### src/hw/rtl/gelu_tanh_activation_top_assert.svh
// ---------------------------------------------------------------------------
// gelu_tanh_activation_top_assert.svh
// Assertion macros shared by the GeLU activation block.
// ---------------------------------------------------------------------------
`ifndef GELU_TANH_ACTIVATION_TOP_ASSERT_SVH
`define GELU_TANH_ACTIVATION_TOP_ASSERT_SVH

// Whenever the antecedent holds, the consequent holds in the same cycle.
`define GTA_ASSERT_IMPL(lbl, ante, cons, msg) \
  lbl: assert property (@(posedge clk_i) disable iff (!rst_ni) (ante) |-> (cons)) \
    else $error(msg);

// Whenever the antecedent holds, the consequent holds in the next cycle.
`define GTA_ASSERT_NEXT(lbl, ante, cons, msg) \
  lbl: assert property (@(posedge clk_i) disable iff (!rst_ni) (ante) |=> (cons)) \
    else $error(msg);

`endif

### src/hw/rtl/gta_pkg.sv
// ---------------------------------------------------------------------------
// gta_pkg
// Types, constants and the sigmoid table of the GeLU activation block.
// ---------------------------------------------------------------------------
package gta_pkg;

  localparam int unsigned DataW    = 16;
  localparam int unsigned FracW    = 10;
  localparam int unsigned TblBits  = 8;
  localparam int unsigned TblN     = (1 << TblBits) + 1;
  localparam int unsigned SegShift = 28 - TblBits;
  localparam int unsigned TblW     = 31;

  localparam int unsigned A24W   = 27;
  localparam int unsigned A2W    = 30;
  localparam int unsigned InnerW = 28;
  localparam int unsigned U24W   = 31;

  localparam logic [24:0] C1 = 25'd26772563;
  localparam logic [20:0] C3 = 21'd1197135;
  localparam logic [TblW-1:0] OneQ30 = TblW'(1 << 30);

  typedef struct packed {
    logic signed [DataW-1:0] sample;
    logic                    last;
  } gta_in_t;

  typedef struct packed {
    logic signed [DataW-1:0] activation;
    logic                    last_out;
  } gta_out_t;

  // Classified word handed from the front to the back.
  typedef struct packed {
    logic             neg;
    logic             big;
    logic [DataW-1:0] mag;
    logic             last;
  } gta_cls_t;

  typedef struct packed {
    logic [1:0] count;
  } gta_q_status_t;

  typedef logic [TblW-1:0] gta_tbl_t [TblN];

  // Unsigned shift-and-subtract division, used only while building the table.
  function automatic logic [63:0] gta_udiv64(logic [63:0] num, logic [63:0] den);
    logic [64:0] rem;
    logic [63:0] quo;
    rem = '0;
    quo = '0;
    for (int b = 63; b >= 0; b--) begin
      rem = {rem[63:0], num[b]};
      if (rem >= {1'b0, den}) begin
        rem    = rem - {1'b0, den};
        quo[b] = 1'b1;
      end
    end
    return quo;
  endfunction

  // sigmoid(16*k/2^TblBits) in Q30, built at elaboration.
  function automatic gta_tbl_t gta_build_table();
    gta_tbl_t    tbl;
    logic [63:0] t;
    logic [63:0] term;
    logic signed [63:0] sum;
    logic [63:0] e;
    logic [63:0] d;
    for (int k = 0; k < TblN; k++) begin
      t    = 64'(k) << (27 - TblBits);
      term = 64'd1 << 31;
      sum  = 64'sd1 <<< 31;
      for (int i = 1; i <= 5; i++) begin
        term = gta_udiv64((term * t) >> 31, 64'(i));
        if (i[0]) begin
          sum = sum - $signed(term);
        end else begin
          sum = sum + $signed(term);
        end
      end
      if (sum < 0) begin
        sum = 0;
      end
      e = $unsigned(sum);
      if (e > (64'd1 << 31)) begin
        e = 64'd1 << 31;
      end
      for (int i = 0; i < 8; i++) begin
        e = (e * e + (64'd1 << 30)) >> 31;
      end
      d = (64'd1 << 31) + e;
      tbl[k] = TblW'(gta_udiv64((64'd1 << 61) + (d >> 1), d));
    end
    return tbl;
  endfunction

  localparam gta_tbl_t SigTable = gta_build_table();

endpackage

### src/hw/rtl/gta_front.sv
// ---------------------------------------------------------------------------
// gta_front
// Accepts input words, splits sign and magnitude and flags large inputs.
// ---------------------------------------------------------------------------
module gta_front import gta_pkg::*; (
  input  logic     clk_i,
  input  logic     rst_ni,
  input  logic     in_valid_i,
  output logic     in_ready_o,
  input  gta_in_t  in_data_i,
  output logic     cls_valid_o,
  input  logic     cls_ready_i,
  output gta_cls_t cls_data_o
);

  logic     valid_q;
  gta_cls_t cls_q, cls_d;
  logic [DataW-1:0] raw;

  assign raw        = in_data_i.sample;
  assign in_ready_o = !valid_q || cls_ready_i;

  always_comb begin
    cls_d.neg  = raw[DataW-1];
    cls_d.mag  = raw[DataW-1] ? (~raw + 1'b1) : raw;
    // Magnitudes of eight or more saturate the sigmoid to one.
    cls_d.big  = (cls_d.mag >= DataW'(8 << FracW));
    cls_d.last = in_data_i.last;
  end

  always_ff @(posedge clk_i or negedge rst_ni) begin
    if (!rst_ni) begin
      valid_q <= 1'b0;
    end else if (in_ready_o) begin
      valid_q <= in_valid_i;
    end
  end

  always_ff @(posedge clk_i) begin
    if (in_ready_o && in_valid_i) begin
      cls_q <= cls_d;
    end
  end

  assign cls_valid_o = valid_q;
  assign cls_data_o  = cls_q;

endmodule

### config.mk
export PLATFORM = sky130hd
export DESIGN_NAME = gta_front
export DESIGN_NICKNAME = d
export VERILOG_FILES = /design/src/hw/rtl/gelu_tanh_activation_top_assert.svh /design/src/hw/rtl/gta_pkg.sv /design/src/hw/rtl/gta_front.sv
export SDC_FILE = /design/constraint.sdc
export NUM_CORES = 1
export LEC_CHECK = 0
export BUFFER_PORTS_ARGS = -buffer_cell sky130_fd_sc_hd__buf_2
export CAP_MARGIN = 20
export CORE_AREA = 10 10 58 60
export CTS_CLUSTER_DIAMETER = 120
export DETAILED_ROUTE_END_ITERATION = 10
export DIE_AREA = 0 0 68 70
export PLACE_DENSITY = 0.86
export SLEW_MARGIN = 20
export SYNTH_ARGS = -nofsm -noshare
export SYNTH_HDL_FRONTEND = slang
export SYNTH_SLANG_ARGS = --single-unit
### constraint.sdc
create_clock -name clk_i -period 1.5 [get_ports clk_i]
set_input_delay 0.15 -clock clk_i [delete_from_list [all_inputs] [get_ports clk_i]]
set_output_delay 0.15 -clock clk_i [all_outputs]
set_load 0.01 [all_outputs]
# ---- Word-level counts from Yosys, hierarchy flattened
# Index checks and enable logic that the tools add are counted.
dict set report totals {
  output_inout_bits 21
  register_bits 20
  n_memories 0
  elab_cells 12
  ram_bits 0
  romBits 0
  latch_bits 0
  inputBits 21
}
dict set report classes {
  mul 0
  n_addsub 1
  muxes 1
  n_reduce_logical 3
  n_div 0
  shift 0
  n_eq_ne 0
  bitwise_logic 1
  magnitude_cmp 1
}
# op n
set op_table {}
lappend op_table {{$add A16 B1 Y16 const B} 1}
lappend op_table {{$ge A16 B14 Y1 const B} 1}
lappend op_table {{$mux W16} 1}
lappend op_table {{$not A16 Y16} 1}
lappend op_table {{$logic_and A1 B1 Y1} 1}
lappend op_table {{$logic_not A1 Y1} 1}
lappend op_table {{$logic_or A1 B1 Y1} 1}

# ---- Longest topological paths before layout
# Gate-level depths: netlist (run 1).
dict set report depth {
  depth_word 4
  mapped_depth 6
  ltp_nobuf 5
}

# ---- Worst setup path after synthesis (run 1)
# No wires, ideal clock.
dict set report synth_path {
  kind {input-to-reg}
  startpoint {input in_data_i[5] (netlist name)}
  endpoint {register cls_q, in the netlist cls_data_o[15] (data pin)}
  slack_ns -0.104
  arrival_ns 1.345
  n_path_buf 1
  cell_stages 5
  setup_ns 0.260
  t_required_ns 1.240
  path_cell_list {or3_4 or3b_1 buf_6 o31ai_2 xnor2_1}
}
# element line
set synth_rtl {}
lappend synth_rtl {{from (decl)} gta_front.sv:10} ;# input gta_in_t in_data_i,
lappend synth_rtl {{to (signal assigned)} gta_front.sv:41} ;# cls_q <= cls_d;
lappend synth_rtl {{to (decl)} gta_front.sv:17} ;# gta_cls_t cls_q, cls_d;

==> results.json, run 1 <==
{
  "outcome": "complete, no violations",
  "clock-skew-final_ns": 0.00324,
  "cts_tree": "done",
  "cts.sinks": 20,
  "place_area_mm2": 0.00136,
  "yosys.area.top_type": "edfxtp_1",
  "avgSynthCellArea_um2": 13.6,
  "synth_top_area_share_pct": 56.6,
  "hold_viol": 0,
  "dr_wl_met3_um": 229,
  "grt_overflow": 0,
  "fin_crit_sh_pct": 98.0,
  "end_kind": "flip-flop",
  "fmax_mhz": 681,
  "drt_pass1_iterations": 4,
  "ys.flop_type": "edfxtp_1",
  "synth_enable_flop_cells": 19,
  "ys_seq_area_share_pct": 59.1,
  "grt_pass1_vias": 875,
  "start_kind": "input pin",
  "layout.nets": 153,
  "synth_cell_types": 27,
  "wl_met2_mm": 1.18,
  "syn_inst": 74,
  "slew_headroom_pct": 71.4,
  "crit_arrival_ns": 1.52,
  "max-vdd-ir-drop_v": 0.000538,
  "clockBufferDepth": 2,
  "insertedDiodeCount": 0,
  "grt.total_usage_pct": 10.1,
  "ctsResizeCount": 0,
  "min_period_ns": 1.47,
  "hpwl_mm": 1.87,
  "die-area_mm2": 0.00476,
  "tightest_slew_ns": 0.425,
  "top_level_ports": 42,
  "die_w_um": 68,
  "io_buffers": 41,
  "synth_nets": 96,
  "path_clk_slew_ns": 0.10,
  "yosys_register_bits": 20,
  "hold_buffers": 1,
  "ys_top_cells_by_area": "edfxtp_1 (57%), xnor2_1 (11%), dfrtp_1 (2.5%)",
  "postCtsSetupBuffers": 0,
  "p_leak_nw": 0.553,
  "drt-met1-wl_um": 819,
  "synth_area_mm2": 0.00101,
  "drv_slew": 0,
  "critical_path_class": "input pin to flip-flop",
  "power.density_mw_per_mm2": 824,
  "drc": 0,
  "first_iter_violations": 18,
  "synth_most_common_cell": "edfxtp_1",
  "row_count": 18,
  "wl_per_cell_um": 14.2,
  "cap_violations": 0,
  "coreArea_mm2": 0.00234,
  "layout-drive-gt1-share_pct": 50.0,
  "cts_max_level": 1,
  "clock_latency_ns": 0.29,
  "numCtsBuffers": 3,
  "hold_class": "input pin to flip-flop",
  "antenna_found_initial": 0,
  "final_util_pct": 59.7,
  "die_y_um": 70,
  "ant_nets": 0,
  "setup_viol_count_final": 0,
  "cp_max_fo": 6,
  "crit_required_ns": 1.55,
  "grt_pass1_wl_mm": 3.80,
  "fin_area_mm2": 0.00140,
  "whs_ns": 0.0241,
  "drt-vias-per-instance": 4.84,
  "initial_core_util_pct": 43.0,
  "rsz0062_at_grt": "no",
  "highest_layer": "met4",
  "area_growth_pct": 38.9,
  "ys_top_cells_by_count": "edfxtp_1 (19), xnor2_1 (13), nand2_1 (5), o21ai_0 (5), nand2b_1 (4)",
  "finalWirelength_mm": 2.28,
  "synthArstFlopShare_pct": 5.00,
  "num_vias": 775,
  "gp_congestion": 0.755,
  "clockRootBuffer": "clkbuf_4",
  "grt_max_degree": 21,
  "yosysWarningCount": 0
}
## logic make-up after synthesis
kind of cell / count (synthesis) / share of synthesized area (%)
AND/OR/NAND/NOR: 22 / 14.4
flip-flops: 20 / 59.1
XOR/XNOR: 13 / 11.3
AO/OA/AOI/OAI: 12 / 10.9
buffers and inverters: 6 / 2.98
adder cells (fa/ha/maj): 1 / 1.24
## sequential cells by signal, indices dropped and copies added, names as in the netlist
name,count
cls_data_o,19
cls_valid_o,1
## worst paths after layout
kind | start | end | slack [ns] | cells after the start
worst max-delay path | in_data_i[5] | cls_data_o[17]$_DFFE_PP_ | 0.03 | 5
worst min-delay path | in_data_i[0] | cls_data_o[0]$_DFFE_PP_ | 0.02 | 1
worst max register to register | cls_valid_o$_DFFE_PN0N_ | cls_data_o[5]$_DFFE_PP_ | 0.38 | 3
worst min register to register | cls_valid_o$_DFFE_PN0N_ | cls_valid_o$_DFFE_PN0N_ | 0.55 | 2
max in group asynchronous | rst_ni | cls_valid_o$_DFFE_PN0N_ | 1.26 | 2
min in group asynchronous | rst_ni | cls_valid_o$_DFFE_PN0N_ | 0.16 | 2
## metrics by stage
stage          instances  setup WS [ns]  power (W)  TNS, ns
2_1_floorplan         74        -0.0734   0.000789   -0.357
3_3_place_gp         155         -0.237   0.000904    -2.03
3_5_place_dp         155         -0.277   0.000914    -2.32
4_1_cts              160         0.0394    0.00117        0
5_1_grt              160         0.0139    0.00121        0
6_report             160         0.0306    0.00115        0
## worst max-delay path, cell delays in order
cell      delay [ns]
buf_2           0.11
or3_4           0.38
or4_4           0.47
nor4b_1         0.34
a211oi_1        0.08
## per-layer routing
metal | global-route usage, % | up-vias
li1 | - | 385
met1 | 9.43 | 358
met2 | 17.8 | 26
met3 | 4.63 | 6
met4 | 4.70 | 0
met5 | 0 | -
## power by group
group          leakage, nW  total, W  internal (W)  switching (W)
clock network       0.0154  0.000253     0.0000969       0.000156
logic                0.346  0.000232      0.000112       0.000120
registers            0.192  0.000667      0.000660     0.00000726
## final cells by class
class | instances | area, um2
inverter | 3 | 11.3
timing repair buffer | 55 | 325
clock inverter | 1 | 3.75
clock buffer | 3 | 22.5
tap | 30 | 37.5
sequential | 20 | 596
fill | 214 | 943
multi-input combinational | 48 | 403
## cells in the final DEF, fill, tap and decap left out, types with 2 or more instances in the layout
cell      Yosys  routed
clkbuf_4      0       3
xnor2_1      13      13
buf_2         0      41
nor3_1        2       2
o31ai_4       1       3
buf_4         0      12
nand2_1       5       5
inv_1         3       3
o21ai_0       5       4
nand2b_1      4       4
edfxtp_1     19      19
o31ai_1       2       2
Note: power is estimated with default switching activity, not from simulation.
==> inputs of run 2 (changes only) <==
--- a/config.mk
+++ b/config.mk
@@ -5,13 +5,13 @@
 export SDC_FILE = /design/constraint.sdc
 export NUM_CORES = 1
 export LEC_CHECK = 0
+export ABC_AREA = 1
 export BUFFER_PORTS_ARGS = -buffer_cell sky130_fd_sc_hd__buf_2
-export CAP_MARGIN = 20
-export CORE_AREA = 10 10 58 60
+export CORE_AREA = 10 10 59 61
 export CTS_CLUSTER_DIAMETER = 120
 export DETAILED_ROUTE_END_ITERATION = 10
-export DIE_AREA = 0 0 68 70
-export PLACE_DENSITY = 0.86
+export DIE_AREA = 0 0 69 71
+export PLACE_DENSITY = 0.85
 export SLEW_MARGIN = 20
 export SYNTH_ARGS = -nofsm -noshare
 export SYNTH_HDL_FRONTEND = slang
==> constraint.sdc (replaced) <==
create_clock -name clk_i -period 1.55 [get_ports clk_i]
set_input_delay 0.155 -clock clk_i [delete_from_list [all_inputs] [get_ports clk_i]]
set_output_delay 0.155 -clock clk_i [all_outputs]
set_load 0.01 [all_outputs]
==> results.json, run 2 <==
{
  "drv_slew": 0,
  "cts_max_level": 1,
  "slew_headroom_pct": 78.0,
  "ys.flop_type": "edfxtp_1",
  "p_leak_nw": 0.624,
  "avgSynthCellArea_um2": 10.4,
  "num_vias": 851,
  "top_level_ports": 42,
  "area_growth_pct": 27.0,
  "p_clk_share_pct": 21.8,
  "layout_common_cells": "buf_2 (41), nand2_1 (19), edfxtp_1 (19)",
  "crit_arrival_ns": 1.11,
  "p_int_w": 0.000823,
  "yosys_register_bits": 20,
  "fin_area_mm2": 0.00133,
  "layout.nets": 170,
  "grt_pass1_wl_mm": 4.20,
  "critical_path_class": "flip-flop to flip-flop",
  "max-vdd-ir-drop_v": 0.000475,
  "grt_max_degree": 20,
  "crit_path_start": "cls_valid_o$_DFFE_PN0N_",
  "power.density_mw_per_mm2": 826,
  "drt_pass1_iterations": 5,
  "synth_top_area_share_pct": 54.4,
  "whs_ns": 0.0459,
  "wl_per_cell_um": 13.6,
  "fin_crit_sh_pct": 73.0,
  "cp_max_fo": 19,
  "r2r_start": "cls_valid_o$_DFFE_PN0N_",
  "synth_enable_flop_cells": 19,
  "drc": 0,
  "antenna_found_initial": 0,
  "cts_tree": "done",
  "place_area_mm2": 0.00129,
  "clockRootBuffer": "clkbuf_4",
  "path_clk_slew_ns": 0.09,
  "drt-vias-per-instance": 4.81,
  "layout-drive-gt1-share_pct": 38.8,
  "power.switching_w": 0.000277,
  "yosys.area.top_type": "edfxtp_1",
  "first_iter_violations": 28,
  "ctsResizeCount": 0,
  "gp_congestion": 0.843,
  "largest_reg_flops": 19,
  "io_buffers": 41,
  "grt_overflow": 0,
  "insertedDiodeCount": 0,
  "initial_core_util_pct": 43.9,
  "grt.total_usage_pct": 10.3,
  "row_count": 18,
  "syn_inst": 101,
  "ys_top_cells_by_count": "edfxtp_1 (19), nand2_1 (19), inv_1 (14), nor2_1 (9), xor2_1 (5)",
  "combPwrFrac_pct": 19.4,
  "coreArea_mm2": 0.00239,
  "ant_nets": 0,
  "clockBufferDepth": 2,
  "postCtsSetupBuffers": 0,
  "outcome": "complete, no violations",
  "hpwl_mm": 2.03,
  "clock-skew-final_ns": 0.0118,
  "p_seq_share_pct": 58.8,
  "hold_buffers": 1,
  "final_util_pct": 55.8,
  "die-area_mm2": 0.00490,
  "rsz0062_at_grt": "no",
  "tightest_slew_ns": 0.327,
  "finalSetupTns_ns": 0,
  "synth_cell_types": 26,
  "synthArstFlopShare_pct": 5.00,
  "crit_required_ns": 1.53,
  "synth_area_mm2": 0.00105,
  "start_kind": "flip-flop",
  "die_w_um": 69,
  "die_y_um": 71,
  "end_kind": "flip-flop",
  "switching_share_pct": 25.2,
  "ys_top_cells_by_area": "edfxtp_1 (54%), nand2_1 (6.8%), inv_1 (5.0%)",
  "numCtsBuffers": 3,
  "hold_class": "input pin to flip-flop",
  "cts.sinks": 20,
  "ys_seq_area_share_pct": 56.8,
  "hold_viol": 0,
  "setup_viol_count_final": 0,
  "hp-start": "in_data_i[0]",
  "min_period_ns": 1.13,
  "synth_nets": 123,
  "clock_latency_ns": 0.29,
  "yosysWarningCount": 0,
  "fmax_mhz": 884,
  "finalWirelength_mm": 2.40,
  "grt_pass1_vias": 924,
  "cap_violations": 0,
  "final_common_cell": "buf_2"
}
==> run 2: changes by cell type after synthesis, sizes merged, moves of 5 or more <==
cell / previous run / this run
nand2: 5 / 21
xor2: 0 / 5
xnor2: 13 / 4
nand3: 0 / 5
inv: 3 / 15
nor2: 1 / 13
==> run 2: per-stage QoR <==
stage | setup WS [ns] | std cells | power, W
2_1_floorplan | 0.144 | 101 | 0.000779
3_3_place_gp | 0.162 | 172 | 0.000863
3_5_place_dp | 0.111 | 172 | 0.000873
4_1_cts | 0.413 | 177 | 0.00111
5_1_grt | 0.263 | 177 | 0.00116
6_report | 0.418 | 177 | 0.00110
==> run 2: path summary, 6_finish.rpt <==
check | cells after the start | slack, ns | to
min reg2reg | 2 | 0.56 | cls_valid_o$_DFFE_PN0N_
min | 1 | 0.05 | cls_data_o[0]$_DFFE_PP_
max reg2reg | 2 | 0.42 | cls_data_o[11]$_DFFE_PP_
max in group asynchronous | 2 | 1.30 | cls_valid_o$_DFFE_PN0N_
min in group asynchronous | 2 | 0.17 | cls_valid_o$_DFFE_PN0N_
max | 2 | 0.42 | cls_data_o[11]$_DFFE_PP_
==> run 2: logic make-up after synthesis <==
logic type | Yosys count | synth area share, %
compound gates | 11 | 6.21
buf+inv | 16 | 6.09
xor+xnor | 9 | 7.52
fa+ha+maj | 1 | 1.19
simple gates | 44 | 22.2
flops | 20 | 56.8
==> run 2: area by class of cell <==
class,instances,area (um2)
Clock buffer,4,26.3
Fill cell,207,1060
Inverter,15,56.3
Multi-Input combinational cell,65,393
Sequential cell,20,596
Tap cell,30,37.5
Timing Repair Buffer,43,223
==> run 2: metal layers <==
layer	share of wire (%)	global-route usage (%)	wire length, um
met4	2.0	8.05	49
met2	53	18.2	1270
met1	39	10.7	929
met5	0	0	0
met3	6.5	1.53	155
==> run 2: worst max-delay path: stages (launching register included) <==
cell and delay [ns]:
dfrtp_1 0.41, a21oi_2 0.15, buf_4 0.27
==> run 2: power by group through the flow <==
| stage | Sequential, W | Combinational, W | Clock, W |
|---|---|---|---|
| after floorplan | 0.000681 | 0.0000982 | 0 |
| after global placement | 0.000658 | 0.000205 | 0 |
| after detailed placement | 0.000660 | 0.000213 | 0 |
| after CTS | 0.000648 | 0.000216 | 0.000249 |
| after global routing | 0.000651 | 0.000240 | 0.000273 |
| final | 0.000647 | 0.000213 | 0.000240 |
