## src/hw/rtl/gelu_tanh_activation_top_assert.svh

```systemverilog
// ---------------------------------------------------------------------------
// gelu_tanh_activation_top_assert.svh
// Assertion macros shared by the GeLU activation block.
// ---------------------------------------------------------------------------
`ifndef GELU_TANH_ACTIVATION_TOP_ASSERT_SVH
`define GELU_TANH_ACTIVATION_TOP_ASSERT_SVH

// Whenever the antecedent holds, the consequent holds in the same cycle.
`define GTA_ASSERT_IMPL(lbl, ante, cons, msg) \
  lbl: assert property (@(posedge clk_i) disable iff (!rst_ni) (ante) |-> (cons)) \
    else $error(msg);

// Whenever the antecedent holds, the consequent holds in the next cycle.
`define GTA_ASSERT_NEXT(lbl, ante, cons, msg) \
  lbl: assert property (@(posedge clk_i) disable iff (!rst_ni) (ante) |=> (cons)) \
    else $error(msg);

`endif

```

## src/hw/rtl/gta_pkg.sv

```systemverilog
// ---------------------------------------------------------------------------
// gta_pkg
// Types, constants and the sigmoid table of the GeLU activation block.
// ---------------------------------------------------------------------------
package gta_pkg;

  localparam int unsigned DataW    = 16;
  localparam int unsigned FracW    = 10;
  localparam int unsigned TblBits  = 8;
  localparam int unsigned TblN     = (1 << TblBits) + 1;
  localparam int unsigned SegShift = 28 - TblBits;
  localparam int unsigned TblW     = 31;

  localparam int unsigned A24W   = 27;
  localparam int unsigned A2W    = 30;
  localparam int unsigned InnerW = 28;
  localparam int unsigned U24W   = 31;

  localparam logic [24:0] C1 = 25'd26772563;
  localparam logic [20:0] C3 = 21'd1197135;
  localparam logic [TblW-1:0] OneQ30 = TblW'(1 << 30);

  typedef struct packed {
    logic signed [DataW-1:0] sample;
    logic                    last;
  } gta_in_t;

  typedef struct packed {
    logic signed [DataW-1:0] activation;
    logic                    last_out;
  } gta_out_t;

  // Classified word handed from the front to the back.
  typedef struct packed {
    logic             neg;
    logic             big;
    logic [DataW-1:0] mag;
    logic             last;
  } gta_cls_t;

  typedef struct packed {
    logic [1:0] count;
  } gta_q_status_t;

  typedef logic [TblW-1:0] gta_tbl_t [TblN];

  // Unsigned shift-and-subtract division, used only while building the table.
  function automatic logic [63:0] gta_udiv64(logic [63:0] num, logic [63:0] den);
    logic [64:0] rem;
    logic [63:0] quo;
    rem = '0;
    quo = '0;
    for (int b = 63; b >= 0; b--) begin
      rem = {rem[63:0], num[b]};
      if (rem >= {1'b0, den}) begin
        rem    = rem - {1'b0, den};
        quo[b] = 1'b1;
      end
    end
    return quo;
  endfunction

  // sigmoid(16*k/2^TblBits) in Q30, built at elaboration.
  function automatic gta_tbl_t gta_build_table();
    gta_tbl_t    tbl;
    logic [63:0] t;
    logic [63:0] term;
    logic signed [63:0] sum;
    logic [63:0] e;
    logic [63:0] d;
    for (int k = 0; k < TblN; k++) begin
      t    = 64'(k) << (27 - TblBits);
      term = 64'd1 << 31;
      sum  = 64'sd1 <<< 31;
      for (int i = 1; i <= 5; i++) begin
        term = gta_udiv64((term * t) >> 31, 64'(i));
        if (i[0]) begin
          sum = sum - $signed(term);
        end else begin
          sum = sum + $signed(term);
        end
      end
      if (sum < 0) begin
        sum = 0;
      end
      e = $unsigned(sum);
      if (e > (64'd1 << 31)) begin
        e = 64'd1 << 31;
      end
      for (int i = 0; i < 8; i++) begin
        e = (e * e + (64'd1 << 30)) >> 31;
      end
      d = (64'd1 << 31) + e;
      tbl[k] = TblW'(gta_udiv64((64'd1 << 61) + (d >> 1), d));
    end
    return tbl;
  endfunction

  localparam gta_tbl_t SigTable = gta_build_table();

endpackage

```

## src/hw/rtl/gta_queue.sv

```systemverilog
// ---------------------------------------------------------------------------
// gta_queue
// Two-entry queue between the front and the back.
// ---------------------------------------------------------------------------
module gta_queue import gta_pkg::*; (
  input  logic          clk_i,
  input  logic          rst_ni,
  input  logic          push_valid_i,
  output logic          push_ready_o,
  input  gta_cls_t      push_data_i,
  output logic          pop_valid_o,
  input  logic          pop_ready_i,
  output gta_cls_t      pop_data_o,
  output gta_q_status_t status_o
);

  gta_cls_t   mem_q [2];
  logic       wr_q, rd_q;
  logic [1:0] count_q;
  logic       push, pop;

  assign push_ready_o = (count_q != 2'd2);
  assign pop_valid_o  = (count_q != 2'd0);
  assign push         = push_valid_i && push_ready_o;
  assign pop          = pop_valid_o && pop_ready_i;
  assign pop_data_o   = mem_q[rd_q];
  assign status_o.count = count_q;

  always_ff @(posedge clk_i or negedge rst_ni) begin
    if (!rst_ni) begin
      wr_q    <= 1'b0;
      rd_q    <= 1'b0;
      count_q <= 2'd0;
    end else begin
      if (push) begin
        wr_q <= ~wr_q;
      end
      if (pop) begin
        rd_q <= ~rd_q;
      end
      count_q <= count_q + {1'b0, push} - {1'b0, pop};
    end
  end

  always_ff @(posedge clk_i) begin
    if (push) begin
      mem_q[wr_q] <= push_data_i;
    end
  end

endmodule

```

## config.mk

```make
export PLATFORM = sky130hd
export DESIGN_NAME = gta_queue
export DESIGN_NICKNAME = d
export VERILOG_FILES = /design/src/hw/rtl/gelu_tanh_activation_top_assert.svh /design/src/hw/rtl/gta_pkg.sv /design/src/hw/rtl/gta_queue.sv
export SDC_FILE = /design/constraint.sdc
export NUM_CORES = 1
export LEC_CHECK = 0
export BUFFER_PORTS_ARGS = -buffer_cell sky130_fd_sc_hd__buf_2
export CAP_MARGIN = 0
export CORE_MARGIN = 1
export CORE_UTILIZATION = 30
export CTS_BUF_LIST = sky130_fd_sc_hd__clkbuf_4
export CTS_CLUSTER_DIAMETER = 200
export DETAILED_ROUTE_END_ITERATION = 12
export HOLD_SLACK_MARGIN = 0.1
export MAX_ROUTING_LAYER = met4
export PLACE_DENSITY = 0.62
export SLEW_MARGIN = 25
export SYNTH_ARGS = -nofsm -noshare
export SYNTH_HDL_FRONTEND = slang
export SYNTH_SLANG_ARGS = --single-unit
export TNS_END_PERCENT = 10
```

## constraint.sdc

```tcl
create_clock -name clk_i -period 1.68 [get_ports clk_i]
set_input_delay 0.336 -clock clk_i [delete_from_list [all_inputs] [get_ports clk_i]]
set_output_delay 0.336 -clock clk_i [all_outputs]
set_load 0.005 [all_outputs]
```

# [Yosys cells after proc, flatten, opt, wreduce, memory -nomap -nowiden]
# Memory sizes are Yosys's and may differ from the RTL's.
# Cells that the tools add are included.
# Widths: inputs -> output; s select.
[totals] reg_bits=4 mem_bits_rw=38 input_bits=23 mem_count=1 elab_cells=14
[memory_table] name="mem_q" words=2 width=19 read_ports=1 rd_ports_with_merged_regs=0 wr=1 line_no="gta_queue.sv:17" text="gta_cls_t mem_q [2];"
[classes] reduce_logical=3 n_bitwise=2 add_sub_neg=2 muxes=2 eq_ne=1
[op_table] operator="$add 2x1->2" count=1
[op_table] operator="$logic_and 1x1->1" count=2
[op_table] operator="$mux 1" count=2
[op_table] operator="$ne 2x2->1 const B" count=1
[op_table] operator="$not 1->1" count=2
[op_table] operator="$reduce_bool 2->1" count=1
[op_table] operator="$sub 2x1->2" count=1

# [Logic depth before layout (Yosys ltp)]
# Gate-level depths: netlist of run 1.
[logic_depth] ltp_word=4 ltp_mapped=7 ltp_nobuf=7

# [Worst setup path before layout of run 1]
# OpenSTA, ideal clock, no wires.
[synth_path] path_kind="register -> register" from="register count_q[1] (netlist: status_o[1])" to="memory mem_q[0][0] in the netlist's numbering, enable pin" required_ns=1.285 path_stages_with_launch=4 slack_ns=-0.178 n_path_buf=0 period_less_slack_ns=1.858 t_arrival_ns=1.463 path_cell_list="dfrtp_1 > nand2b_1 > nand2_1 > nor2_1"
[synth_via] elab_chain_cells=4
[synth_rtl] element="from (decl)" line_no="gta_queue.sv:19" text="logic [1:0] count_q;"
[synth_rtl] element="from (signal assigned)" line_no="gta_queue.sv:41" text="count_q <= count_q + {1'b0, push} - {1'b0, pop};"
[synth_rtl] element="$ne 2x2->1" line_no="gta_queue.sv:22" text="assign push_ready_o = (count_q != 2'd2);"
[synth_rtl] element="via push_ready_o" line_no="gta_queue.sv:9" text="output logic push_ready_o,"
[synth_rtl] element="$logic_and 1x1->1" line_no="gta_queue.sv:24" text="assign push = push_valid_i && push_ready_o;"
[synth_rtl] element="$mux 1" line_no="gta_queue.sv:46" text="if (push) begin"
[synth_rtl] element="$mux 1 (implied by the code)" line_no="gta_queue.sv:47" text="mem_q[wr_q] <= push_data_i;"
[synth_rtl] element="to (decl)" line_no="gta_queue.sv:17"
# The timed path passes the listed nets, and every way through them passes these cells.

==> reports/metrics.yaml, run 1 <==
timing:
  relSlewSlack_pct: 88.4
  setup_violations: 19
  final.min_clock_period_ps: 1730
  rsz0062_at_grt: "yes"
  tightest_slew_ps: 174
  fin_crit_sh_pct: 103
  drv_slew: 0
  setup_slack_ps: -48.8
  timing.clock.skew_ps: 4.44
  fmax_ghz: 0.578
  final_hold_viol_count: 0
power:
  powerDensity_nw_per_um2: 1620
  p_comb_share_pct: 43.2
  total_power_w: 0.00351
  p_sw_share_pct: 27.7
  cell_internal_pwr_w: 0.00254
  leakage_nw: 0.884
  p_switching_w: 0.000974
  clockPowerShare_pct: 13.2
  seqPwrFrac_pct: 43.6
  irDropWorstVdd_mv: 0.900
yosys:
  syn-cell-area_sq_um: 1560
  yosys.area.top_type_share_pct: 73.0
  synthTopCellsByArea: "edfxtp_1 (73%), mux2_1 (14%), dfrtp_1 (6.4%), xnor2_1 (1.7%), ha_1 (1.6%)"
  yosys_warnings: 0
  syn_inst: 76
  synthesis.nets: 101
  yosys.area.top_type: "edfxtp_1"
  yosysSeqAreaShare_pct: 79.4
  avgSynthCellArea_sq_um: 20.6
  yosys_register_bits: 42
  synth_cell_types: 14
detailed_routing:
  drt_wl_total_mm: 2.77
  antenna_left: 0
  vias: 848
  drc: 0
  firstDrtPassIters: 3
  viasPerCell: 4.18
  drt_iter0_drc: 21
  wl_per_cell_um: 13.6
layout:
  drive_above_1_share_pct: 58.8
  syn2layout_area_growth_pct: 39.1
  multi_input_area_sq_um: 380
  fin_cells: 203
  diodes: 0
  nFillCells: 462
  register_area_sq_um: 1240
  nNetsFinal: 160
global_routing:
  grt_pass1_wl_mm: 4.20
  grt_max_degree: 20
  grt_usage_pct: 11.2
  antenna_found_initial: 0
  grt_pass1_vias: 900
  grt-ovfl-total: 0
cts:
  clk_pin_slew_worst_paths_ps: 110
  cts_tree: "done"
  htree_levels: 2
  worstSkewPairLatency_ps: 330
  root_buffer: "clkbuf_4"
  cts_sinks: 42
  numCtsBuffers: 5
  clock_tree.buffer_depth: 2
die:
  ios: 46
  die_w_um: 74.2
  start_util_pct: 32.1
  rows: 25
  die_h_um: 74.2
  core_sq_um: 4880
  dieArea_sq_um: 5510
placement:
  place_congestion: 0.732
  io_buffer_count: 45
  hpwl_mm: 1.95
  dp_cells: 192
setup_path:
  crit_type: "flop to output pin"
  end_kind: "output pin"
  cp_slowest_cell: "dfrtp_1"
  crit-reg2reg-launch: "status_o[0]"
  rrSetupSlack_ps: 20
  reg2reg_to: "status_o[1]"
  reg2regPathDepth: 7
  crit_fanout: 6
  cp_cell_sequence: "buf_6 -> mux2_1 -> buf_2"
  start_kind: "flop"
  cp_slowest_stage_delay_ps: 440
  cp.required_ps: 1340
  crit_arrival_ps: 1390
min_path:
  worstHoldEndpoint: "mem_q[1][4]"
  hold_path_class: "primary input to flop"
  min_from: "push_data_i[4]"
  hold_depth: 1
status:
  violations: "negative setup slack"
  status: "finished, violations left"
run:
  drv_cap: 0
## cell usage in the layout, fill, tap and decap left out, drive strengths merged
master / netlist / routed
edfxtp: 38 / 38
and3: 1 / 1
xor2: 1 / 1
nor2: 1 / 1
buf: 2 / 53
dfrtp: 4 / 4
inv: 1 / 1
and2: 1 / 1
xnor2: 3 / 3
mux2: 19 / 19
nand2b: 1 / 1
ha: 2 / 2
or2: 1 / 1
clkinv: 0 / 2
nand2: 1 / 1
dlygate4sd3: 0 / 1
clkbuf: 0 / 6
## repair_timing
item,CTS,global route
cloned,0,1
endpoints found under the hold margin,4,0
resized for setup,1,37
pin swaps,0,1
hold buffers,1,0
setup buffers,0,1
setup endpoints to repair,20,20
## stage by stage
stage	TNS (ps)	util, %	instance area (sq um)	setup WS [ps]	hold WS [ps]
floorplan	0	-	1570	23.6	40.4
global placement	0	39.4	1920	81.4	145
detailed placement	0	39.4	1920	18.1	150
CTS	-611	40.8	1990	-56.7	162
global route	-1790	44.6	2180	-106	158
finish	-701	44.6	2180	-48.8	179
## worst max-delay path by stage
stage,from,end,slack [ps],depth (start not counted)
CTS,rd_q,pop_data_o[8],-60,3
finish,rd_q,pop_data_o[12],-50,3
floorplan,status_o[1],status_o[1],20,7
detailed placement,status_o[0],status_o[1],20,7
global placement,status_o[0],status_o[1],80,7
global route,rd_q,pop_data_o[12],-110,3
## cell type report
type | instances | area share [%]
multi-input cells | 31 | 17.5
repair buffers | 54 | 19.0
clock buffers | 6 | 2.07
clock inverters | 2 | 0.403
well taps | 67 | 3.85
inverters | 1 | 0.173
flip-flops and latches | 42 | 57.0
## Yosys cell counts
master,number
ha_1,2
nand2_1,1
nand2b_1,1
xor2_1,1
dfrtp_1,4
xnor2_1,3
edfxtp_1,38
inv_1,1
and2_4,1
nor2_1,1
buf_2,2
and3_1,1
or2_1,1
mux2_1,19
## metal layers
layer  vias to the layer above  global-route usage [%]  routed length [um]
met3                         0                    3.93                 152
met5                         -                       -                   0
met2                        30                    19.9                1510
met1                       414                    11.5                1110
li1                        404                       -                   -
met4                         0                    3.21                   0
## sequential cells by signal, summed over array words and instances (netlist names)
| name | cells |
|---|---|
| status_o | 2 |
| wr_q | 1 |
| mem_q | 38 |
| rd_q | 1 |
## critical path: cells and delay by family, from the launching register on
kind,cells,cell delay [ps]
mux,1,320
buf+inv,2,300
flops,1,440
## cell families (layout without fill, tap and decap cells)
kind of cell | after synthesis | after routing | share of synthesized area [%]
xor gates and xnor gates | 4 | 4 | 2.24
adders and majority gates | 2 | 2 | 1.60
buffers and inverters | 3 | 63 | 0.880
DFF | 42 | 42 | 79.4
muxes | 19 | 19 | 13.7
and+or+nand+nor | 6 | 6 | 2.24
## power groups by stage
stage	Combinational [W]	Clock [W]	Sequential, W
floorplan	0.000564	0	0.00153
CTS	0.00107	0.000483	0.00152
global route	0.00164	0.000517	0.00156
global placement	0.00103	0	0.00152
finish	0.00152	0.000463	0.00153
detailed placement	0.00105	0	0.00154
Power figures use the tool's default switching activity.
==> inputs of run 2 (changes only) <==
ABC_AREA = 1   (was not set)
CELL_PAD_IN_SITES_DETAIL_PLACEMENT = 1   (was not set)
CELL_PAD_IN_SITES_GLOBAL_PLACEMENT = 2   (was not set)
PLACE_DENSITY = 0.84   (was 0.62)
==> reports/metrics.yaml, run 2 <==
status:
  status: "finished, final reports clean"
run:
  drv_cap: 0
cts:
  cts_sinks: 42
  root_buffer: "clkbuf_4"
  clock_tree.buffer_depth: 2
  worstSkewPairLatency_ps: 340
  htree_levels: 2
  numCtsBuffers: 5
  cts_tree: "done"
  clk_pin_slew_worst_paths_ps: 120
detailed_routing:
  firstDrtPassIters: 4
  antenna_left: 0
  drt_iter0_drc: 39
  drt_wl_total_mm: 3.08
  wl_per_cell_um: 12.0
  viasPerCell: 4.23
  drc: 0
  vias: 1082
die:
  ios: 46
  core_sq_um: 5140
  start_util_pct: 31.5
  die_w_um: 75.4
  rows: 26
  dieArea_sq_um: 5690
  die_h_um: 75.4
timing:
  tns_ps: 0
  drv_slew: 0
  fin_crit_sh_pct: 92.7
  timing.clock.skew_ps: 3.43
  fmax_ghz: 0.642
  relSlewSlack_pct: 86.5
  final_hold_viol_count: 0
  rsz0062_at_grt: "no"
  final.min_clock_period_ps: 1560
  tightest_slew_ps: 202
  setup_violations: 0
setup_path:
  cp_cell_sequence: "buf_6 -> nand2_1 -> nand2_1 -> buf_2"
  cp_slowest_stage_delay_ps: 430
  rrSetupSlack_ps: 240
  start_kind: "flop"
  reg2regPathDepth: 10
  end_kind: "output pin"
  crit_arrival_ps: 1220
  cp_slowest_cell: "dfrtp_2"
  cp.required_ps: 1340
  crit_path_frequent_cell: "nand2_1"
  crit-reg2reg-launch: "status_o[1]"
  reg2reg_to: "status_o[1]"
  crit_type: "flop to output pin"
  crit_fanout: 20
yosys:
  syn-cell-area_sq_um: 1620
  synth_cell_types: 11
  avgSynthCellArea_sq_um: 12.3
  synthesis.nets: 156
  synthFlopType: "edfxtp_1"
  yosysMostFrequentCell: "nand2_1"
  yosysSeqAreaShare_pct: 76.7
  synth_edf_count: 38
  synthTopCellsByArea: "edfxtp_1 (71%), nand2_1 (16%), dfrtp_1 (6.2%), inv_1 (1.9%), ha_1 (1.5%)"
  syn_inst: 131
  synth_common_cells: "nand2_1 (69), edfxtp_1 (38), inv_1 (8)"
  yosys.area.top_type: "edfxtp_1"
  yosys_warnings: 0
  yosys.area.top_type_share_pct: 70.5
  async_flop_share_pct: 9.52
  yosys_register_bits: 42
layout:
  largest_reg_flops: 38
  nNetsFinal: 210
  syn2layout_area_growth_pct: 26.1
  top_register: "mem_q"
  final_core_util_pct: 39.7
  layout_commonest_cell: "nand2_1"
  nFillCells: 612
  layout_common_cells: "nand2_1 (69), buf_2 (45), edfxtp_1 (38), inv_1 (8), clkbuf_4 (7)"
  drive_above_1_share_pct: 33.3
  fin_cells: 256
  diodes: 0
global_routing:
  grt_max_degree: 21
  grt-ovfl-total: 0
  grt_pass1_wl_mm: 4.84
  grt_pass1_vias: 1073
  antenna_found_initial: 0
  grt_usage_pct: 12.4
power:
  p_comb_share_pct: 34.0
  clockPowerShare_pct: 20.0
  seqPwrFrac_pct: 46.1
  cell_internal_pwr_w: 0.00223
  leakage_nw: 0.931
  powerDensity_nw_per_um2: 1620
  p_sw_share_pct: 32.4
  total_power_w: 0.00330
  irDropWorstVdd_mv: 0.447
  p_switching_w: 0.00107
min_path:
  hold_path_class: "primary input to flop"
  hold_depth: 1
  min_from: "push_data_i[8]"
  worstHoldEndpoint: "mem_q[0][8]"
placement:
  dp_cells: 247
  io_buffer_count: 45
  place_congestion: 0.634
  hpwl_mm: 2.16
==> run 2: cell families after synthesis <==
logic type	share of synthesized area, %
fa+ha+maj	1.55
buf+inv	4.18
simple gates	17.6
flops	76.7
==> run 2: what timing repair did <==
action | 4_1_cts | 5_1_grt
setup endpoints to repair | 16 | 19
resized for setup | 1 | 3
hold endpoints to repair | 4 | 0
hold buffers | 1 | 0
buffers inserted | 0 | 0
==> run 2: per-stage QoR <==
step / cell area, sq um / hold slack [ps] / setup WS [ps]
finish: 2040 / 177 / 123
global route: 2040 / 151 / 11.2
CTS: 2030 / 158 / 13.3
detailed placement: 1940 / 151 / 250
global placement: 1940 / 150 / 300
floorplan: 1620 / 40.4 / 167
==> run 2: worst max path at each step <==
stage / start / end / slack (ps) / cells past startpoint
6_report: rd_q / pop_data_o[1] / 120 / 4
5_1_grt: rd_q / pop_data_o[3] / 10 / 4
4_1_cts: rd_q / pop_data_o[1] / 10 / 4
3_5_place_dp: status_o[1] / status_o[1] / 250 / 10
3_3_place_gp: status_o[0] / status_o[1] / 300 / 10
2_1_floorplan: status_o[0] / mem_q[1][0] / 170 / 4
==> run 2: area by class of cell <==
class	count	area [sq um]	area share, %
Tap cell	70	87.6	4.29
Timing Repair Buffer	51	277	13.6
Clock buffer	7	52.6	2.58
Sequential cell	42	1240	60.9
Multi-Input combinational cell	76	312	15.3
Inverter	9	38.8	1.90
Clock inverter	1	30.0	1.47
==> run 2: power by group through the flow <==
| stage | registers (W) | logic (W) | clock network [W] |
|---|---|---|---|
| after global routing | 0.00155 | 0.00131 | 0.000720 |
| after global placement | 0.00152 | 0.00111 | 0 |
| final | 0.00152 | 0.00112 | 0.000658 |
| after floorplan | 0.00153 | 0.000666 | 0 |
| after detailed placement | 0.00153 | 0.00114 | 0 |
| after CTS | 0.00151 | 0.00115 | 0.000684 |
==> run 2: worst max-delay path: cells and delay by family (launching register included) <==
kind | cells | cell delay (ps)
flops | 1 | 430
buf+inv | 2 | 310
simple gates | 2 | 150
==> run 2: metal layers <==
layer	vias up	part of all wire, %	track usage [%]
li1	537	-	-
met1	507	38	11.7
met2	31	54	22.8
met3	7	5.9	4.50
met4	0	1.8	4.94
met5	-	0	-
==> inputs of run 3 (changes only) <==
PLACE_DENSITY = not set   (was 0.84)
PLACE_DENSITY_LB_ADDON = 0.1   (was not set)
==> reports/metrics.yaml, run 3 (synthesis gave the netlist of run 2 again) <==
status:
  status: "finished, final reports clean"
cts:
  cts_setup_buffers: 0
  cts_sinks: 42
  worstSkewPairLatency_ps: 350
  clk_pin_slew_worst_paths_ps: 130
  root_buffer: "clkbuf_4"
  htree_levels: 2
  numCtsBuffers: 5
  cts_tree: "done"
  clock_tree.buffer_depth: 2
global_routing:
  grt_pass1_vias: 1051
  grt_usage_pct: 12.7
  antenna_found_initial: 0
  grt_pass1_wl_mm: 4.86
  grt-ovfl-total: 0
  grt_max_degree: 21
detailed_routing:
  antenna_left: 0
  drc: 0
  drt_iter0_drc: 34
  vias: 1076
  drt_wl_total_mm: 3.24
  wl_per_cell_um: 12.7
  viasPerCell: 4.20
  firstDrtPassIters: 4
timing:
  relSlewSlack_pct: 88.8
  tns_ps: 0
  final_hold_viol_count: 0
  setup_slack_ps: 97.4
  final.min_clock_period_ps: 1580
  setup_violations: 0
  timing.clock.skew_ps: 13.7
  tightest_slew_ps: 168
  fmax_ghz: 0.632
  fin_crit_sh_pct: 94.2
  rsz0062_at_grt: "no"
  drv_slew: 0
setup_path:
  end_kind: "output pin"
  cp.required_ps: 1340
  crit_arrival_ps: 1250
  crit_fanout: 20
  start_kind: "flop"
  crit_type: "flop to output pin"
power:
  powerDensity_nw_per_um2: 1570
  irDropWorstVdd_mv: 0.669
  leakage_nw: 0.917
  total_power_w: 0.00316
die:
  die_w_um: 75.4
  dieArea_sq_um: 5690
  ios: 46
  start_util_pct: 31.5
  die_h_um: 75.4
  rows: 26
  core_sq_um: 5140
layout:
  layout_commonest_cell: "nand2_1"
  syn2layout_area_growth_pct: 24.8
  largest_reg_flops: 38
  top_register: "mem_q"
  nFillCells: 603
  diodes: 0
  drive_above_1_share_pct: 33.3
  layout_common_cells: "nand2_1 (69), buf_2 (45), edfxtp_1 (38), inv_1 (8), clkbuf_4 (5)"
  nNetsFinal: 210
placement:
  io_buffer_count: 45
  dp_slack_ps: 234
  place_congestion: 0.657
  hpwl_mm: 2.30
run:
  drv_cap: 0
min_path:
  hold_path_class: "primary input to flop"
-- run 3: worst max-delay path, cell delays in order (launching register included) --
cell	delay (ps)
dfrtp_2	470
buf_8	180
nand2_1	70
nand2_1	60
buf_2	120
-- run 3: routing by layer --
layer  up-vias  share of wire, %  GRT usage (%)
li1        534                 -              -
met1       507                41           13.7
met2        29                52           21.4
met3         6               5.0           4.37
met4         0               1.6           5.56
met5         -                 0              -
-- run 3: per-stage QoR --
step | hold slack, ps | std cells | util [%] | area [sq um]
after floorplan | 40.4 | 131 | - | 1620
after global placement | 149 | 247 | 37.7 | 1940
after detailed placement | 152 | 247 | 37.7 | 1940
after CTS | 145 | 256 | 39.1 | 2010
after global routing | 130 | 256 | 39.3 | 2020
final | 162 | 256 | 39.3 | 2020
-- run 3: power by group --
| part | internal [W] | leakage [nW] | switching, W | total, W |
|---|---|---|---|---|
| logic | 0.000453 | 0.485 | 0.000690 | 0.00114 |
| registers | 0.00143 | 0.400 | 0.0000881 | 0.00152 |
| clock network | 0.000163 | 0.0312 | 0.000336 | 0.000499 |
-- run 3: timing repair --
| item | in CTS | in global routing |
|---|---|---|
| setup endpoints to repair | 19 | 11 |
| hold buffers | 1 | 0 |
| gates resized for setup | 2 | 3 |
| hold endpoints to repair | 4 | 0 |
-- run 3: cell type report --
| cell class | count | area, sq um | share of cell area [%] |
|---|---|---|---|
| flip-flops and latches | 42 | 1240 | 61.5 |
| multi-input cells | 76 | 312 | 15.4 |
| repair buffers | 51 | 280 | 13.9 |
| well taps | 70 | 87.6 | 4.34 |
| inverters | 9 | 38.8 | 1.92 |
| clock buffers | 5 | 37.5 | 1.86 |
| clock inverters | 3 | 21.3 | 1.05 |
-- run 3: worst paths after layout --
path	slack, ps	cells after the start	end	from
max	100	4	pop_data_o[15]	rd_q
min	160	1	mem_q[1][3]	push_data_i[3]
max reg2reg	250	9	status_o[1]	status_o[1]
min reg2reg	500	2	wr_q	wr_q
max in group asynchronous	1250	2	rd_q	rst_ni
min in group asynchronous	300	2	status_o[0]	rst_ni
